--- src/design/qsc_pkg.sv ---
// Package for the quadrature step counter: widths, codes, register indexes,
// the seven-phase decode table and the value conversion helpers.
// No dependencies; every design file imports it.
`default_nettype none

package qsc_pkg;

  // Counter and elapsed-tick widths
  localparam int VALUE_WIDTH = 32;
  localparam int TICK_WIDTH  = 16;

  // Fixed field widths
  localparam int REG_W     = 32;
  localparam int BOOST_W   = 16;
  localparam int PHASE_W   = 3;
  localparam int DIR_W     = 2;
  localparam int CFG_IDX_W = 3;

  // Working widths for the step arithmetic and the tick compare
  localparam int ARITH_W = ((VALUE_WIDTH > BOOST_W) ? VALUE_WIDTH : BOOST_W) + 2;
  localparam int TCMP_W  = (TICK_WIDTH > BOOST_W) ? TICK_WIDTH : BOOST_W;

  // Stream payload widths
  localparam int IN_TDATA_W  = 8;
  localparam int OUT_TDATA_W = 40;
  localparam int OUT_PAD_W   = OUT_TDATA_W - REG_W - 1;

  // Configuration register indexes
  localparam logic [CFG_IDX_W-1:0] CFG_MIN_VALUE   = 3'd0;
  localparam logic [CFG_IDX_W-1:0] CFG_MAX_VALUE   = 3'd1;
  localparam logic [CFG_IDX_W-1:0] CFG_WRAP_MODE   = 3'd2;
  localparam logic [CFG_IDX_W-1:0] CFG_START_VALUE = 3'd3;
  localparam logic [CFG_IDX_W-1:0] CFG_BOOST_TICKS = 3'd4;
  localparam logic [CFG_IDX_W-1:0] CFG_BOOST_STEP  = 3'd5;

  // Register reset values
  localparam logic [REG_W-1:0]   MIN_RESET        = 32'd0;
  localparam logic [REG_W-1:0]   MAX_RESET        = 32'd100;
  localparam logic [REG_W-1:0]   START_RESET      = 32'd0;
  localparam logic [BOOST_W-1:0] BOOST_STEP_RESET = 16'd1;

  // Item kinds
  localparam logic REQ_PIN  = 1'b0;
  localparam logic REQ_TICK = 1'b1;

  // Result direction
  localparam logic OUT_DIR_UP   = 1'b0;
  localparam logic OUT_DIR_DOWN = 1'b1;

  // Direction of the last counted step
  localparam logic [DIR_W-1:0] LAST_NONE = 2'd0;
  localparam logic [DIR_W-1:0] LAST_UP   = 2'd1;
  localparam logic [DIR_W-1:0] LAST_DOWN = 2'd2;

  // Decoder phases
  localparam logic [PHASE_W-1:0] PH_IDLE   = 3'd0;
  localparam logic [PHASE_W-1:0] PH_CW1    = 3'd1;
  localparam logic [PHASE_W-1:0] PH_CW2    = 3'd2;
  localparam logic [PHASE_W-1:0] PH_CW3    = 3'd3;
  localparam logic [PHASE_W-1:0] PH_CCW1   = 3'd4;
  localparam logic [PHASE_W-1:0] PH_CCW2   = 3'd5;
  localparam logic [PHASE_W-1:0] PH_CCW3   = 3'd6;
  localparam logic [PHASE_W-1:0] PH_UNUSED = 3'd7;

  // Pin pair codes, A in the high bit
  localparam logic [1:0] PINS_LL = 2'd0;
  localparam logic [1:0] PINS_LH = 2'd1;
  localparam logic [1:0] PINS_HL = 2'd2;
  localparam logic [1:0] PINS_HH = 2'd3;

  // Table entry flags
  localparam logic [7:0] FLAG_UP    = 8'h80;
  localparam logic [7:0] FLAG_DOWN  = 8'h40;
  localparam logic [7:0] PHASE_MASK = 8'h0f;

  typedef struct packed {
    logic [VALUE_WIDTH-1:0] min_value;
    logic [VALUE_WIDTH-1:0] max_value;
    logic                   wrap_mode;
    logic [BOOST_W-1:0]     boost_ticks;
    logic [BOOST_W-1:0]     boost_step;
  } qsc_cfg_t;

  typedef struct packed {
    logic [PHASE_W-1:0]     phase;
    logic [VALUE_WIDTH-1:0] count;
    logic [TICK_WIDTH-1:0]  ticks;
    logic [DIR_W-1:0]       last_dir;
  } qsc_state_t;

  typedef struct packed {
    qsc_state_t             st_nxt;
    logic                   counted;
    logic                   emit;
    logic                   dir;
    logic [VALUE_WIDTH-1:0] value;
    logic                   div_start;
    logic [BOOST_W-1:0]     div_dividend;
    logic [BOOST_W-1:0]     div_divisor;
    logic [VALUE_WIDTH-1:0] div_base;
  } qsc_step_t;

  // Seven-phase bounce-tolerant table; unused phase acts as idle
  function automatic logic [7:0] next_phase(input logic [PHASE_W-1:0] ph,
                                             input logic [1:0] pins);
    logic [7:0] e;
    e = 8'(PH_IDLE);
    unique case (ph)
      PH_CW1: begin
        case (pins)
          PINS_LL: e = 8'(PH_CW2);
          PINS_LH, PINS_HL: e = 8'(PH_CW1);
          default: e = 8'(PH_IDLE);
        endcase
      end
      PH_CW2: begin
        case (pins)
          PINS_LL: e = 8'(PH_CW2);
          PINS_LH: e = 8'(PH_CW1);
          PINS_HL: e = 8'(PH_CW3);
          default: e = 8'(PH_IDLE);
        endcase
      end
      PH_CW3: begin
        case (pins)
          PINS_LL: e = 8'(PH_CW2);
          PINS_LH, PINS_HL: e = 8'(PH_CW3);
          default: e = 8'(PH_IDLE) | FLAG_UP;
        endcase
      end
      PH_CCW1: begin
        case (pins)
          PINS_LL: e = 8'(PH_CCW2);
          PINS_LH, PINS_HL: e = 8'(PH_CCW1);
          default: e = 8'(PH_IDLE);
        endcase
      end
      PH_CCW2: begin
        case (pins)
          PINS_LL: e = 8'(PH_CCW2);
          PINS_LH: e = 8'(PH_CCW3);
          PINS_HL: e = 8'(PH_CCW1);
          default: e = 8'(PH_IDLE);
        endcase
      end
      PH_CCW3: begin
        case (pins)
          PINS_LL: e = 8'(PH_CCW2);
          PINS_LH, PINS_HL: e = 8'(PH_CCW3);
          default: e = 8'(PH_IDLE) | FLAG_DOWN;
        endcase
      end
      PH_IDLE, PH_UNUSED: begin
        case (pins)
          PINS_LH: e = 8'(PH_CW1);
          PINS_HL: e = 8'(PH_CCW1);
          default: e = 8'(PH_IDLE);
        endcase
      end
      default: e = 8'(PH_IDLE);
    endcase
    return e;
  endfunction

  // Register word to counter width, sign kept
  function automatic logic [VALUE_WIDTH-1:0] to_value(input logic [REG_W-1:0] d);
    logic signed [63:0] e;
    e = 64'(signed'(d));
    return e[VALUE_WIDTH-1:0];
  endfunction

  // Counter to result word, sign-extended then cut
  function automatic logic [REG_W-1:0] from_value(input logic [VALUE_WIDTH-1:0] v);
    logic signed [63:0] e;
    e = 64'(signed'(v));
    return e[REG_W-1:0];
  endfunction

endpackage

`default_nettype wire

--- src/design/quadrature_step_counter.sv ---
// Quadrature step counter: one item per cycle when the remainder unit is idle and
// the result slot is free; an item goes through the input register, then the result
// register. A wrapped step whose overshoot is at least the range size runs the
// bit-serial remainder unit, during which no item is processed. Reset
// (synchronous, rst_n low) puts the registers at their reset values, phase
// idle, counter 0, tick count all ones. Depends on qsc_pkg, qsc_step, qsc_remainder.
`default_nettype none

module quadrature_step_counter
  import qsc_pkg::*;
(
  input  wire logic                   clk,
  input  wire logic                   rst_n,
  // in_tdata: pin_a [0], pin_b [1], zero pad [7:2]
  input  wire logic [IN_TDATA_W-1:0]  in_tdata,
  // in_tuser: req_type [0]
  input  wire logic                   in_tuser,
  input  wire logic                   in_tvalid,
  output logic                        in_tready,
  // out_tdata: direction [0], new_value [32:1], zero pad [39:33]
  output logic [OUT_TDATA_W-1:0]      out_tdata,
  output logic                        out_tvalid,
  input  wire logic                   out_tready,
  input  wire logic                   cfg_valid,
  output logic                        cfg_ready,
  input  wire logic [CFG_IDX_W-1:0]   cfg_index,
  input  wire logic [REG_W-1:0]       cfg_data
);

  qsc_cfg_t   cfg_r, cfg_nxt;
  qsc_state_t st_r, st_nxt;
  qsc_step_t  res;

  logic                   in_valid_r, in_valid_nxt;
  logic                   in_req_r, in_a_r, in_b_r;
  logic                   out_valid_r, out_valid_nxt;
  logic                   out_dir_r, out_dir_nxt;
  logic [REG_W-1:0]       out_value_r, out_value_nxt;
  logic [VALUE_WIDTH-1:0] pend_base_r;
  logic                   pend_down_r;
  logic [VALUE_WIDTH-1:0] wrap_value;

  logic               fire;
  logic               out_room;
  logic               cfg_wr;
  logic               div_busy;
  logic               div_done;
  logic               div_take;
  logic [BOOST_W-1:0] div_rem;

  qsc_step u_step (
    .req_type (in_req_r),
    .pin_a    (in_a_r),
    .pin_b    (in_b_r),
    .st       (st_r),
    .cfg      (cfg_r),
    .res      (res)
  );

  qsc_remainder u_rem (
    .clk      (clk),
    .rst_n    (rst_n),
    .start    (fire && res.div_start),
    .dividend (res.div_dividend),
    .divisor  (res.div_divisor),
    .take     (div_take),
    .busy     (div_busy),
    .done     (div_done),
    .rem      (div_rem)
  );

  // Handshake: result slot free, item held until processed
  assign out_room  = !out_valid_r || out_tready;
  assign fire      = in_valid_r && !div_busy && !div_done && (out_room || !res.emit);
  assign div_take  = div_done && out_room;
  assign in_tready = !in_valid_r || fire;
  assign cfg_ready = 1'b1;
  assign cfg_wr    = cfg_valid && cfg_ready;

  // Finish a wrapped step from the remainder
  assign wrap_value = pend_down_r ? (pend_base_r - VALUE_WIDTH'(div_rem))
                                  : (pend_base_r + VALUE_WIDTH'(div_rem));

  // Configuration register writes
  always_comb begin
    cfg_nxt = cfg_r;
    if (cfg_wr) begin
      case (cfg_index)
        CFG_MIN_VALUE:   cfg_nxt.min_value   = to_value(cfg_data);
        CFG_MAX_VALUE:   cfg_nxt.max_value   = to_value(cfg_data);
        CFG_WRAP_MODE:   cfg_nxt.wrap_mode   = cfg_data[0];
        CFG_BOOST_TICKS: cfg_nxt.boost_ticks = cfg_data[BOOST_W-1:0];
        CFG_BOOST_STEP:  cfg_nxt.boost_step  = cfg_data[BOOST_W-1:0];
        default: ;
      endcase
    end
  end

  // Decoder state: step result, remainder finish, counter load
  always_comb begin
    st_nxt = st_r;
    if (fire) begin
      st_nxt = res.st_nxt;
    end
    if (div_take) begin
      st_nxt.count = wrap_value;
    end
    if (cfg_wr && cfg_index == CFG_START_VALUE) begin
      st_nxt.count = to_value(cfg_data);
    end
  end

  // Input register and result register
  always_comb begin
    in_valid_nxt  = in_valid_r;
    out_valid_nxt = out_valid_r;
    out_dir_nxt   = out_dir_r;
    out_value_nxt = out_value_r;
    if (in_tready) begin
      in_valid_nxt = in_tvalid;
    end
    if (out_tready) begin
      out_valid_nxt = 1'b0;
    end
    if (fire && res.emit) begin
      out_valid_nxt = 1'b1;
      out_dir_nxt   = res.dir;
      out_value_nxt = from_value(res.value);
    end else if (div_take) begin
      out_valid_nxt = 1'b1;
      out_dir_nxt   = pend_down_r ? OUT_DIR_DOWN : OUT_DIR_UP;
      out_value_nxt = from_value(wrap_value);
    end
  end

  always_ff @(posedge clk) begin
    if (!rst_n) begin
      cfg_r.min_value   <= to_value(MIN_RESET);
      cfg_r.max_value   <= to_value(MAX_RESET);
      cfg_r.wrap_mode   <= 1'b0;
      cfg_r.boost_ticks <= '0;
      cfg_r.boost_step  <= BOOST_STEP_RESET;
      st_r.phase        <= PH_IDLE;
      st_r.count        <= to_value(START_RESET);
      st_r.ticks        <= '1;
      st_r.last_dir     <= LAST_NONE;
      in_valid_r        <= 1'b0;
      out_valid_r       <= 1'b0;
    end else begin
      cfg_r       <= cfg_nxt;
      st_r        <= st_nxt;
      in_valid_r  <= in_valid_nxt;
      out_valid_r <= out_valid_nxt;
    end
  end

  // Payload registers
  always_ff @(posedge clk) begin
    if (in_tready) begin
      in_req_r <= in_tuser;
      in_a_r   <= in_tdata[0];
      in_b_r   <= in_tdata[1];
    end
    if (fire && res.div_start) begin
      pend_base_r <= res.div_base;
      pend_down_r <= (res.dir == OUT_DIR_DOWN);
    end
    out_dir_r   <= out_dir_nxt;
    out_value_r <= out_value_nxt;
  end

  assign out_tvalid = out_valid_r;
  assign out_tdata  = {OUT_PAD_W'(0), out_value_r, out_dir_r};

`ifndef SYNTHESIS
  // No item is processed while the remainder unit owns the counter
  a_no_fire_in_div: assert property (@(posedge clk) disable iff (!rst_n)
    (div_busy || div_done) |-> !fire)
    else $error("item processed during remainder");

  // A waiting result is never overwritten
  a_out_hold: assert property (@(posedge clk) disable iff (!rst_n)
    (out_valid_r && !out_tready) |-> !((fire && res.emit) || div_take))
    else $error("result register overwritten");

  // A counted step clears the elapsed tick count
  a_tick_clear: assert property (@(posedge clk) disable iff (!rst_n)
    (fire && res.counted) |=> (st_r.ticks == '0))
    else $error("tick count not cleared after step");
`endif

endmodule

`default_nettype wire

--- src/design/qsc_remainder.sv ---
// Bit-serial remainder unit for wrap overshoot: one dividend bit per cycle.
// Depends on qsc_pkg for BOOST_W.
`default_nettype none

module qsc_remainder
  import qsc_pkg::*;
(
  input  wire logic               clk,
  input  wire logic               rst_n,
  input  wire logic               start,
  input  wire logic [BOOST_W-1:0] dividend,
  input  wire logic [BOOST_W-1:0] divisor,
  input  wire logic               take,
  output logic                    busy,
  output logic                    done,
  output logic [BOOST_W-1:0]      rem
);

  localparam int CNT_W = $clog2(BOOST_W + 1);

  logic               busy_r, busy_nxt;
  logic               done_r, done_nxt;
  logic [CNT_W-1:0]   cnt_r, cnt_nxt;
  logic [BOOST_W-1:0] dvd_r, dvd_nxt;
  logic [BOOST_W-1:0] dvs_r, dvs_nxt;
  logic [BOOST_W-1:0] rem_r, rem_nxt;
  logic [BOOST_W:0]   trial;

  // Shift in the next dividend bit and subtract when it fits
  always_comb begin
    busy_nxt = busy_r;
    done_nxt = done_r;
    cnt_nxt  = cnt_r;
    dvd_nxt  = dvd_r;
    dvs_nxt  = dvs_r;
    rem_nxt  = rem_r;
    trial    = {rem_r, dvd_r[BOOST_W-1]};
    if (start) begin
      busy_nxt = 1'b1;
      done_nxt = 1'b0;
      cnt_nxt  = '0;
      dvd_nxt  = dividend;
      dvs_nxt  = divisor;
      rem_nxt  = '0;
    end else if (busy_r) begin
      if (trial >= {1'b0, dvs_r}) begin
        rem_nxt = BOOST_W'(trial - {1'b0, dvs_r});
      end else begin
        rem_nxt = trial[BOOST_W-1:0];
      end
      dvd_nxt = {dvd_r[BOOST_W-2:0], 1'b0};
      cnt_nxt = cnt_r + 1'b1;
      if (cnt_r == CNT_W'(BOOST_W - 1)) begin
        busy_nxt = 1'b0;
        done_nxt = 1'b1;
      end
    end else if (take) begin
      done_nxt = 1'b0;
    end
  end

  always_ff @(posedge clk) begin
    if (!rst_n) begin
      busy_r <= 1'b0;
      done_r <= 1'b0;
      cnt_r  <= '0;
    end else begin
      busy_r <= busy_nxt;
      done_r <= done_nxt;
      cnt_r  <= cnt_nxt;
    end
  end

  always_ff @(posedge clk) begin
    dvd_r <= dvd_nxt;
    dvs_r <= dvs_nxt;
    rem_r <= rem_nxt;
  end

  assign busy = busy_r;
  assign done = done_r;
  assign rem  = rem_r;

endmodule

`default_nettype wire

--- src/design/qsc_step.sv ---
// Step logic: phase table, boost check, clamp or wrap of the counter, and
// the tick counter update for one item. Depends on qsc_pkg.
`default_nettype none

module qsc_step
  import qsc_pkg::*;
(
  input  wire logic       req_type,
  input  wire logic       pin_a,
  input  wire logic       pin_b,
  input  wire qsc_state_t st,
  input  wire qsc_cfg_t   cfg,
  output qsc_step_t       res
);

  logic [7:0]                entry;
  logic                      up;
  logic                      down;
  logic                      boost;
  logic [BOOST_W-1:0]        incr;
  logic signed [ARITH_W-1:0] v, lo, mx, hi, inc_a, d_up, d_dn, rng, ovr, val;

  // Decode the pin pair and pick the step size
  always_comb begin
    entry = next_phase(st.phase, {pin_a, pin_b});
    up    = (entry & FLAG_UP) != '0;
    down  = (entry & FLAG_DOWN) != '0;
    boost = (TCMP_W'(st.ticks) < TCMP_W'(cfg.boost_ticks)) &&
            ((up && st.last_dir == LAST_UP) || (down && st.last_dir == LAST_DOWN));
    incr  = BOOST_W'(1);
    if (boost && cfg.boost_step != '0) begin
      incr = cfg.boost_step;
    end
  end

  // Distances to the limits, all in a width with headroom
  always_comb begin
    v     = ARITH_W'(signed'(st.count));
    lo    = ARITH_W'(signed'(cfg.min_value));
    mx    = ARITH_W'(signed'(cfg.max_value));
    hi    = (mx >= lo) ? mx : lo;
    inc_a = signed'(ARITH_W'(incr));
    d_up  = hi - v;
    d_dn  = v - lo;
    rng   = hi - lo + ARITH_W'(1);
  end

  // Move the counter and drive the next state
  always_comb begin
    res        = '0;
    res.st_nxt = st;
    val        = v;
    ovr        = '0;
    res.dir    = up ? OUT_DIR_UP : OUT_DIR_DOWN;
    if (req_type == REQ_TICK) begin
      if (st.ticks != '1) begin
        res.st_nxt.ticks = st.ticks + 1'b1;
      end
    end else begin
      res.st_nxt.phase = PHASE_W'(entry & PHASE_MASK);
      if (up || down) begin
        res.counted           = 1'b1;
        res.emit              = 1'b1;
        res.st_nxt.ticks      = '0;
        res.st_nxt.last_dir   = up ? LAST_UP : LAST_DOWN;
        if (up) begin
          ovr = inc_a - d_up - ARITH_W'(1);
          if (v <= hi && d_up >= inc_a) begin
            val = v + inc_a;
          end else if (!cfg.wrap_mode) begin
            res.emit = (v != hi);
            val      = hi;
          end else if (v > hi) begin
            val = lo;
          end else if (ovr < rng) begin
            val = lo + ovr;
          end else begin
            res.div_start = 1'b1;
            res.div_base  = VALUE_WIDTH'(lo);
          end
        end else begin
          ovr = inc_a - d_dn - ARITH_W'(1);
          if (v >= lo && d_dn >= inc_a) begin
            val = v - inc_a;
          end else if (!cfg.wrap_mode) begin
            res.emit = (v != lo);
            val      = lo;
          end else if (v < lo) begin
            val = hi;
          end else if (ovr < rng) begin
            val = hi - ovr;
          end else begin
            res.div_start = 1'b1;
            res.div_base  = VALUE_WIDTH'(hi);
          end
        end
        // Remainder path finishes the result later
        if (res.div_start) begin
          res.emit = 1'b0;
        end else begin
          res.st_nxt.count = VALUE_WIDTH'(val);
        end
      end
    end
    res.value        = VALUE_WIDTH'(val);
    res.div_dividend = BOOST_W'(ovr);
    res.div_divisor  = BOOST_W'(rng);
  end

endmodule

`default_nettype wire
--- config.mk ---
export PLATFORM = sky130hd
export DESIGN_NAME = quadrature_step_counter
export DESIGN_NICKNAME = d
export VERILOG_FILES = /design/src/design/qsc_pkg.sv /design/src/design/quadrature_step_counter.sv /design/src/design/qsc_remainder.sv /design/src/design/qsc_step.sv
export SDC_FILE = /design/constraint.sdc
export NUM_CORES = 2
export LEC_CHECK = 0
export BUFFER_PORTS_ARGS = -buffer_cell sky130_fd_sc_hd__buf_2
export CAP_MARGIN = 15
export CORE_MARGIN = 2
export CORE_UTILIZATION = 35
export CTS_CLUSTER_DIAMETER = 80
export DETAILED_ROUTE_END_ITERATION = 7
export MAX_ROUTING_LAYER = met4
export PLACE_DENSITY = 0.53
export SKIP_LAST_GASP = 1
export SYNTH_ARGS = -nofsm -noshare
export SYNTH_HDL_FRONTEND = slang
export SYNTH_HIERARCHICAL = 1
export SYNTH_SLANG_ARGS = --single-unit
--- constraint.sdc ---
create_clock -name clk -period 15 [get_ports clk]
set_clock_uncertainty 0.05 [all_clocks]
set_input_delay 0.75 -clock clk [delete_from_list [all_inputs] [get_ports clk]]
set_output_delay 0.75 -clock clk [all_outputs]
set_load 0.005 [all_outputs]
== Yosys cells after proc, flatten, opt, wreduce, memory -nomap -nowiden ==
Cells that the tools add are included.

* Bits in registers: 276
* Input port bits: 49
* Output and inout port bits: 43

* Add/subtract/negate cells: 17
* Order comparisons: 11
* Equality and inequality tests: 24
* Muxes and demuxes: 81
* Bitwise gates (word level): 3
* Reduce and logical (&&, ||, !) cells: 48

{| class="wikitable"
|+ Operator list
! cell !! count
|-
| $mux W32 || 27
|-
| $mux W16 || 9
|-
| $ge A34 B17 Y1 || 2
|-
| $lt A34 B34 Y1 || 2
|-
| $sub A17 B34 Y34 || 2
|-
| $sub A34 B2 Y34 const B || 2
|-
| $sub A34 B32 Y34 || 2
|-
| $ge A32 B32 Y1 || 2
|-
| $pmux W8 S7 || 1
|-
| $mux W52 || 1
|-
| $mux W50 || 1
|-
| $add A34 B2 Y34 const B || 1
|-
| $gt A32 B34 Y1 || 1
|-
| $le A32 B34 Y1 || 1
|-
| $mux W34 || 1
|-
| $ne A32 B34 Y1 || 1
|-
| $sub A32 B32 Y33 || 1
|-
| $add A32 B16 Y32 || 1
|-
| $add A32 B17 Y32 || 1
|-
| $add A32 B32 Y32 || 1
|-
| $lt A32 B32 Y1 || 1
|-
| $mux W1 || 32
|-
| $ne A32 B32 Y1 || 1
|-
| $sub A32 B16 Y32 || 1
|-
| 39 further kinds || 89
|}

== Longest topological paths before layout ==
* Depth after elaboration: 28
* Gate-level depth with buffers: 57
* Mapped depth without buffers: 51

== By module ==
Netlist, hierarchy kept.

{| class="wikitable"
|+ Modules (own cells, without submodules)
! module !! instances !! cells each !! area each (um^2) !! seq. area each (um^2)
|-
| qsc_step || 1 || 3153 || 21271.7 || 0.0
|-
| quadrature_step_counter || 1 || 1284 || 11093.1 || 5114.9
|-
| qsc_remainder || 1 || 303 || 3160.5 || 1421.4
|}

== Least setup slack after synthesis ==
No wires, ideal clock.

* Path kind: register to register
* From: register cfg_r[96] (netlist name)
* To: register u_rem.dvd_r[0] (enable)
* Setup time: 0.364 ns
* Arrival time: 12.186 ns
* Required time: 14.586 ns
* Setup slack: 2.400 ns
* Stages on the path, launching flop included: 51
* Clock period less this slack: 12.600 ns
* Cell sequence: dfxtp_1 > clkinv_1 > ha_1 > nand4_1 > o41ai_1 > o31ai_1 > nor2b_1 > a31oi_1 > clkbuf_1 > clkbuf_1 > nor2_1 > a21oi_1 > inv_1 > ha_1 > nor2b_1 > o31a_1 > o221a_2 > nor2_1 > [... 15 more ...] > or3_1 > o21ai_0 > or3_1 > a21oi_1 > o22ai_1 > clkbuf_1 > nand2_1 > nor3_4 > nor3_1 > o21a_1 > a2111oi_4 > buf_2 > buf_1 > and2_1 > clkbuf_1 > nor2_1 > clkbuf_1 > inv_1

{| class="wikitable"
|+ RTL lines
! what !! RTL line !! text
|-
| start: declaration || quadrature_step_counter.sv:30 || <nowiki>qsc_cfg_t cfg_r, cfg_nxt;</nowiki>
|-
| start signal: assignment || quadrature_step_counter.sv:150 || <nowiki>cfg_r <= cfg_nxt;</nowiki>
|-
| end signal: assignment || qsc_remainder.sv:75 || <nowiki>dvd_r <= dvd_nxt;</nowiki>
|-
| end: declaration || qsc_remainder.sv:24 || <nowiki>logic [BOOST_W-1:0] dvd_r, dvd_nxt;</nowiki>
|}

==> PnR_summary.wiki <==
{| class="wikitable"
! Metric !! Value
|-
| All-Layer GR Usage || 0.278
|-
| Setup TNS Final || 0 ns
|-
| Met1 track demand over resource in global routing || 0.398
|-
| Number of enable flip-flop cells after synthesis || between 100 and 150
|-
| Leakage || between 15 and 20 nW
|-
| Hold Crit Class || input pin to flop
|-
| Pins over their slew limit || 0
|-
| Mean number of vias per cell || between 5 and 6
|-
| Normalized max-slew margin || 0.239
|-
| Number of remaining DRC errors || 0
|-
| Mean instance size in the synthesized netlist || between 7 and 8 sq um
|-
| Die Y-Extent || 323 microns
|-
| Initial antenna violation count || 6
|-
| Initial cell density of the core || 0.354
|-
| CTS hold repair buffers || 0
|-
| Average detailed-routed wire length per instance || about 24 microns
|-
| Antenna-violating nets left || 0
|-
| Dpl cell area || between 0.03 and 0.04 sq mm
|-
| Sequential-to-total area share from yosys stat || 0.184
|-
| Crit path launch type || flop
|-
| Floorplan die width || approximately 320 microns
|-
| Share of the synthesized area in the top cell type || 0.161
|-
| Number of hold violations in the final report || 0
|-
| Finished layout cell area || 0.0384 sq mm
|-
| Share of the clock period used by the worst path || 0.913
|-
| Area of the placeable core || between 0.1 and 0.15 sq mm
|-
| Vias in the first global route || ~33000
|-
| Final Non-Filler Cells || around 6100
|-
| Clock Pin Slew Worst Setup and Hold Paths || 0.07 ns
|-
| Number of vias after detailed routing || roughly 36000
|-
| Final GP Congestion || around 1.0
|-
| Power density relative to cell area || around 120 mW/mm^2
|-
| Finish-stage setup viols || 0
|-
| Cell type contributing the most total cell area after synthesis || ha_1
|-
| Primary flip-flop cell chosen by synthesis mapping || dfxtp_1
|-
| Fillers || 10500
|-
| Row cnt || roughly 120
|-
| Maximum clock frequency || 73.0 MHz
|-
| Critical path class || flop to output port
|-
| Setup repair after global routing missed its margin || false
|-
| Insertion delay of the later-clocked pin in the worst-skew pair || between 0.6 and 0.7 ns
|-
| Maximum number of pins on one net before global-route repair || 81
|-
| CTS tree || yes
|-
| Sequential cell area || between 0.006 and 0.007 sq mm
|-
| Biggest cell delay along the critical path || ~0.77 ns
|-
| Most heavily used metal layer in global routing || met2
|-
| Number of buffers on the longest clock path || 3
|-
| Arrival time at the worst endpoint || 12.89 ns
|-
| Combined area of the multi-input logic cells || approximately 0.027 sq mm
|-
| Yosys warnings || 6
|-
| Root buf cell || clkbuf_16
|-
| Port-buffer cells || 77
|-
| Outcome || finished, final reports clean
|-
| Pre-Repair DR Iteration Count || 6
|-
| Fraction of layout cells with a size suffix above 1 || 0.0664
|-
| Leading cell type by number of instances after synthesis || nand2_1
|-
| Actual transition at the worst max-transition pin || between 1 and 1.5 ns
|-
| Max stage delay cell, worst path || o31ai_1
|-
| Num CTS Buffers || 30
|-
| Ports placed on the boundary || 92
|-
| List of most frequent post-synthesis cells || nand2_1 (593), ha_1 (457), a21oi_1 (361)
|-
| Top post-synthesis cells by area || ha_1 (16%), dfxtp_1 (9.9%), edfxtp_1 (8.5%)
|-
| Post-layout net count || between 5000 and 6000
|-
| Total of cells resized after clock tree synthesis || 0
|-
| Total power draw || ~4.6 mW
|-
| CP Capture Type || output port
|-
| Overall overflow remaining after global route || 0
|-
| Die outline area || ~0.10 sq mm
|-
| Met3 Usage GRT || 0.0325
|-
| Max Cap Viol || 0
|-
| Post-synthesis instance area || about 0.036 sq mm
|-
| Max H-tree Level || 1
|-
| GR Util met2 || 0.410
|-
| Placed cell count || 6015
|-
| FFs w/ async S/R, synth || 0
|-
| Wire length of the first global-routing pass || between 200 and 250 mm
|-
| Count of cell types in the netlist || roughly 100
|-
| Data required time at the worst endpoint || 14.20 ns
|-
| Worst voltage drop across the vdd grid || ~0.13 mV
|-
| Post-synthesis cell count || 4740
|-
| Clock sink count || approximately 280
|-
| Final wirelength || between 100 and 150 mm
|-
| Number of synthesized register bits || approximately 280
|-
| # Post-CTS Setup Buffers || 0
|-
| Detailed-placement wirelength estimate || around 120 mm
|-
| Area growth from synthesis to layout || 7.97%
|-
| Number of violations reported at the end of detailed-routing iteration 0 || 4243
|-
| Clock period minus worst slack || ~14 ns
|-
| Maximum fanout encountered on the critical timing path || 22
|}
-- per-layer routing --
layer,part of all wire,vias to the layer above,wire length [microns]
met4,0.028,0,4070
met2,0.42,1487,62000
met1,0.47,17600,68600
met5,0,-,0
li1,-,17200,-
met3,0.079,149,11600
-- state kept, by name, indices dropped and copies added, names as in the netlist, 5 cells and up --
name	flops
u_rem/rem	16
u_rem/dvd_r	16
u_rem/dvs_r	16
u_rem/cnt_r	5
pend_base_r	32
cfg_r	97
out_value_r	32
st_r	53
-- cell families after synthesis --
family | Yosys count | synth area share
DFF | 276 | 0.184
buffers and inverters | 542 | 0.0602
muxes | 71 | 0.0210
AOI/OAI and AO/OA | 1545 | 0.295
other | 2 | 0.000211
adders and majority gates | 468 | 0.167
and+or+nand+nor | 1562 | 0.205
xor gates and xnor gates | 274 | 0.0676
-- metrics by stage --
stage | setup slack [ns] | hold slack [ns] | utilization
2_1_floorplan | 2.40 | 0.392 | -
3_3_place_gp | 1.79 | 0.403 | 0.372
3_5_place_dp | 1.63 | 0.410 | 0.372
4_1_cts | 1.35 | 0.223 | 0.382
5_1_grt | 0.723 | 0.235 | 0.382
6_report | 1.31 | 0.254 | 0.382
-- critical path: cells and delay by family, from the launching register on --
family          cells  cell delay, ns
simple gates       10            2.22
buf+inv             5            1.08
fa+ha+maj           4            1.48
flops               1            0.51
compound gates     25            6.80
xor+xnor            1            0.16
-- power by group --
group / leakage, nW / switching (mW) / total [mW] / internal (mW)
Clock: 0.490 / 0.346 / 0.796 / 0.450
Sequential: 2.37 / 0.0338 / 0.832 / 0.798
Combinational: 13.5 / 1.93 / 3.02 / 1.08
-- path summary, 6_finish.rpt --
check,cells after the start,endpoint,startpoint,slack (ns)
worst max-delay path,45,in_tready,cfg_r[66],1.31
worst min-delay path,1,in_b_r,in_tdata[1],0.25
worst max register to register,47,u_rem/rem[11],cfg_r[66],1.45
worst min register to register,2,cfg_r[30],cfg_r[30],0.41
-- placed cells by master (no fill, tap or decap), types with 69 or more instances in the layout --
master / count
buf_2: 76
inv_1: 292
xor2_1: 100
xnor2_1: 174
nor2_1: 344
a21o_1: 150
o211ai_1: 84
buf_4: 84
edfxtp_1: 101
dfxtp_1: 174
o21ai_0: 253
a21boi_0: 106
a211oi_1: 69
nand2_1: 591
ha_1: 457
nor3_1: 92
nand3_1: 126
a21oi_1: 360
-- layout make-up --
class / instances / share of cell area
multi-input cells: 3928 / 0.703
clock inverters: 15 / 0.00538
well taps: 1357 / 0.0443
clock buffers: 41 / 0.0212
inverters: 295 / 0.0289
diodes: 2 / 0.000130
flip-flops and latches: 276 / 0.170
repair buffers: 160 / 0.0264
Power figures use the tool's default switching activity.
